**config.mk**
```make
export PLATFORM = sky130hd
export DESIGN_NAME = udgcn_ram
export DESIGN_NICKNAME = d
export VERILOG_FILES = /design/src/hw/rtl/unit_disk_graph_chromatic_number_macros.svh /design/src/hw/rtl/udgcn_ram.sv
export SDC_FILE = /design/constraint.sdc
export NUM_CORES = 1
export LEC_CHECK = 0
export BUFFER_PORTS_ARGS = -buffer_cell sky130_fd_sc_hd__buf_4
export CORE_MARGIN = 1.5
export CORE_UTILIZATION = 60
export CTS_CLUSTER_DIAMETER = 150
export DETAILED_ROUTE_END_ITERATION = 8
export GPL_TIMING_DRIVEN = 0
export PLACE_DENSITY = 0.78
export SLEW_MARGIN = 10
export SYNTH_ARGS = -nofsm -noshare
export SYNTH_HDL_FRONTEND = slang
export SYNTH_SLANG_ARGS = --single-unit
```
**constraint.sdc**
```tcl
create_clock -name clk -period 2.3 [get_ports clk]
set_input_delay 0.345 -clock clk [delete_from_list [all_inputs] [get_ports clk]]
set_output_delay 0.345 -clock clk [all_outputs]
set_load 0.02 [all_outputs]
```
**src/hw/rtl/unit_disk_graph_chromatic_number_macros.svh**
```systemverilog
// Assertion macros for the RTL of the unit-disk graph colouring block.
`ifndef UNIT_DISK_GRAPH_CHROMATIC_NUMBER_MACROS_SVH
`define UNIT_DISK_GRAPH_CHROMATIC_NUMBER_MACROS_SVH
`ifndef SYNTH
`define UDGCN_ASSERT_IMP(label, ante, cons) \
  label: assert property (@(posedge clk) disable iff (!rst_n) (ante) |-> (cons)) \
    else $error("udgcn: same-cycle check failed");
`define UDGCN_ASSERT_NXT(label, ante, cons) \
  label: assert property (@(posedge clk) disable iff (!rst_n) (ante) |=> (cons)) \
    else $error("udgcn: next-cycle check failed");
`else
`define UDGCN_ASSERT_IMP(label, ante, cons)
`define UDGCN_ASSERT_NXT(label, ante, cons)
`endif
`endif

```
**src/hw/rtl/udgcn_ram.sv**
```systemverilog
// Generic single-port-write, single-port-read RAM with registered read data.
module udgcn_ram #(
  parameter int WIDTH = 8,
  parameter int DEPTH = 16
) (
  input  logic                                      clk,
  input  logic                                      wr_en,
  input  logic [((DEPTH > 1) ? $clog2(DEPTH) : 1)-1:0] wr_addr,
  input  logic [WIDTH-1:0]                          wr_data,
  input  logic [((DEPTH > 1) ? $clog2(DEPTH) : 1)-1:0] rd_addr,
  output logic [WIDTH-1:0]                          rd_data
);

  logic [WIDTH-1:0] mem [DEPTH];

  always_ff @(posedge clk) begin
    if (wr_en) begin
      mem[wr_addr] <= wr_data;
    end
    rd_data <= mem[rd_addr];
  end

endmodule

```
[Word-level counts from Yosys, hierarchy flattened]
Memory sizes are Yosys's and may differ from the RTL's. A register that Yosys moved wholly into a read port is not among the register bits.
Cells that the tools add are included.
Operators by class
  mux-type cells: 2
Operators by type and width (number)
  $mux 1: 2
Storage, ports and cells
  bits in registers: 0
  memory bits (writable): 128
  output and inout port bits: 8
  memories: 1
Memories
  mem: depth 16, bits a word 8, rd ports 1, clocked after memory_dff 1, wr ports 1, line udgcn_ram.sv:14  | logic [WIDTH-1:0] mem [DEPTH];

[Logic depth before layout (Yosys ltp)]
  depth in word-level cells: 2
  depth in mapped cells: 5

[Least setup slack after synthesis]
OpenSTA, ideal clock, no wires.
  path kind: input port to flip-flop
  from: input port wr_addr[2] in the netlist's numbering
  to: memory mem[0][0], enable pin
  setup time: 0.383 ns
  arrival time: 1.455 ns
  required time: 1.917 ns
  setup slack: 0.462 ns
  stages: 2
  cell sequence: or3b_2 -> nor3_1
RTL lines
  from (decl): line udgcn_ram.sv:8  | input logic [((DEPTH > 1) ? $clog2(DEPTH) : 1)-1:0] wr_addr,
  to (decl): line udgcn_ram.sv:14
No word-level cell before the write port.

[Worst setup path after layout]
  from: input port wr_addr[3] in the netlist's numbering
  to: memory mem[4][1], enable pin
No word-level cell before the write port.

==> results.ini <==
[placed_design]
routabilityCongestion = 0.718
dp_hpwl_mm = 5.98
placed_area_um2 = 5460
port_buffers = 24

[cts]
tritoncts = done
postCtsSetupRepairBufs = 0
clock-sinks = 136
ctsHoldBuffers = 0
cts_buffer_depth = 2
cts-buffers-inserted = 17
clkLatencyLatePin_ps = 500
path_clk_slew_ps = 60
cts_resized = 0
cts-root-buf = clkbuf_8
h-tree-depth = 4

[detailed_routing]
antenna_left = 0
routedWlPerCell_um = 26.4
post-route-drc-count = 0
vias = 2483
drt_wl_total_mm = 10.3
vias_per_cell = 6.37
drtIter0Drc = 380
firstDrtPassIters = 5

[sta]
setup_viol = 0
rsz0062_at_grt = false
fin_hold_ws_ps = 171
period_share = 0.661
fin_skew_ps = 5.14
finalMaxSlewViolations = 0
hold_violations = 0
slew_headroom = 0.210
min_period_ps = 1520
fmax_mhz = 658
worst_slew_pin_slew_ps = 1180

[final_layout]
layout-drive-gt1-share = 0.305
antennaDiodeCount = 0
stdcell_area_um2 = 6060
area_growth_pct = 17.7
nets = 290

[synthesis]
ys_warn_count = 0
ys_ff_latch = 136
ys_types = 19
postSynthAreaPerCell_um2 = 22.5
synthCells = 229
synth_nets = 247
ys_seq_area_frac = 0.778
synth_area_um2 = 5150

[floorplan]
dieArea_um2 = 9140
rows = 33
dieHeight_um = 95.6
fp.coreArea_um2 = 8260
ioPinCount = 26
start_util = 0.623
die_width_um = 95.6

[global_route]
antenna_found_initial = 0
grt_busiest_layer = met2
use_met2 = 0.393
met3_usage = 0.0470
grt_usage = 0.249
overflow = 0
grt_max_degree = 17
grt_util_met1 = 0.351
grt_pass1_vias = 2443
grt_pass1_wl_mm = 14.8

[setup_path]
required_ps = 2410
start_kind = primary input
critPathArrivalTime_ps = 1630
path_class = primary input to register
path_max_fanout = 8
end_kind = register

[min_path]
hp-class = primary input to register

[power]
power_density_nw_per_um2 = 948
ir_drop_mv = 0.470
p_leak_nw = 2.05

[status]
status = finished, final reports clean

[job]
drv_cap = 0

cell usage after synthesis, drive strengths merged:
master | number | share of area
edfxtp | 128 | 0.75
mux4 | 32 | 0.15
a22oi | 16 | 0.023
nor2 | 13 | 0.0095
nand2 | 9 | 0.0066
dfxtp | 8 | 0.031
buf | 7 | 0.011
nor3 | 4 | 0.0039
clkdlybuf4s25 | 3 | 0.0058
nand2b | 2 | 0.0024
nand3b | 2 | 0.0029
and2 | 1 | 0.0012
and2b | 1 | 0.0015
nand3 | 1 | 0.00097
nor2b | 1 | 0.0012
or3b | 1 | 0.0017
metrics by stage:
step / setup TNS, ps / worst slack (ps) / power, mW / utilization / cells
2_1_floorplan: 0 / 462 / 3.00 / - / 229
3_3_place_gp: -690 / -86.5 / 3.12 / 0.661 / 358
3_5_place_dp: -574 / -72.1 / 3.13 / 0.661 / 358
4_1_cts: 0 / 370 / 5.77 / 0.733 / 390
5_1_grt: 0 / 713 / 5.89 / 0.734 / 390
6_report: 0 / 781 / 5.74 / 0.734 / 390
power breakdown:
group          switching (mW)  total, mW  internal, mW
sequential             0.0161       2.79          2.77
combinational           0.175      0.303         0.128
clock                   0.997       2.65          1.65
area by class of cell:
| cell class | count | area (µm²) |
|---|---|---|
| flip-flops and latches | 136 | 4000 |
| fillers | 475 | 2200 |
| multi-input cells | 83 | 1070 |
| clock buffers | 17 | 414 |
| repair buffers | 24 | 180 |
| clock inverters | 15 | 176 |
| well taps | 105 | 131 |
| plain buffers | 10 | 86.3 |
cell usage in the layout, fill, tap and decap left out:
cell and n:
a22oi_1 16, and2_1 1, and2b_1 1, buf_2 3
buf_4 25, buf_6 3, bufinv_16 3, clkbuf_16 16
clkbuf_8 1, clkdlybuf4s25_2 3, clkinv_2 4, clkinv_4 2
clkinvlp_4 3, dfxtp_1 8, edfxtp_1 128, inv_6 3
mux4_1 14, mux4_2 18, nand2_1 9, nand2b_1 2
nand3_1 1, nand3b_1 2, nor2_1 13, nor2b_1 1
nor3_1 2, nor3_2 2, or3b_2 1
registers in the layout, indices dropped and copies added (netlist names):
signal   flops
mem        128
rd_data      8
critical path, cell delays in order:
cell,delay (ps)
buf_4,120
nand3b_1,230
nor3_1,930
final timing paths:
kind | slack [ps] | cells after the start | startpoint | end
worst max-delay path | 780 | 3 | wr_addr[3] | mem[4][1]
worst min register to register | 670 | 3 | mem[11][2] | rd_data[2]
worst min-delay path | 170 | 1 | wr_data[5] | mem[7][5]
worst max register to register | 850 | 3 | mem[11][0] | rd_data[0]
logic make-up after synthesis:
family                 count (synthesis)  share of synthesized area
DFF                                  136                      0.778
and+or+nand+nor                       35                     0.0318
muxes                                 32                      0.150
AOI/OAI and AO/OA                     16                     0.0233
buffers and inverters                 10                     0.0168
routing by layer:
metal | wire length, µm | part of all wire
met3 | 755 | 0.073
met5 | 0 | 0
met1 | 4050 | 0.39
met2 | 5350 | 0.52
met4 | 131 | 0.013
No activity file was read; power rests on OpenSTA's default activity.
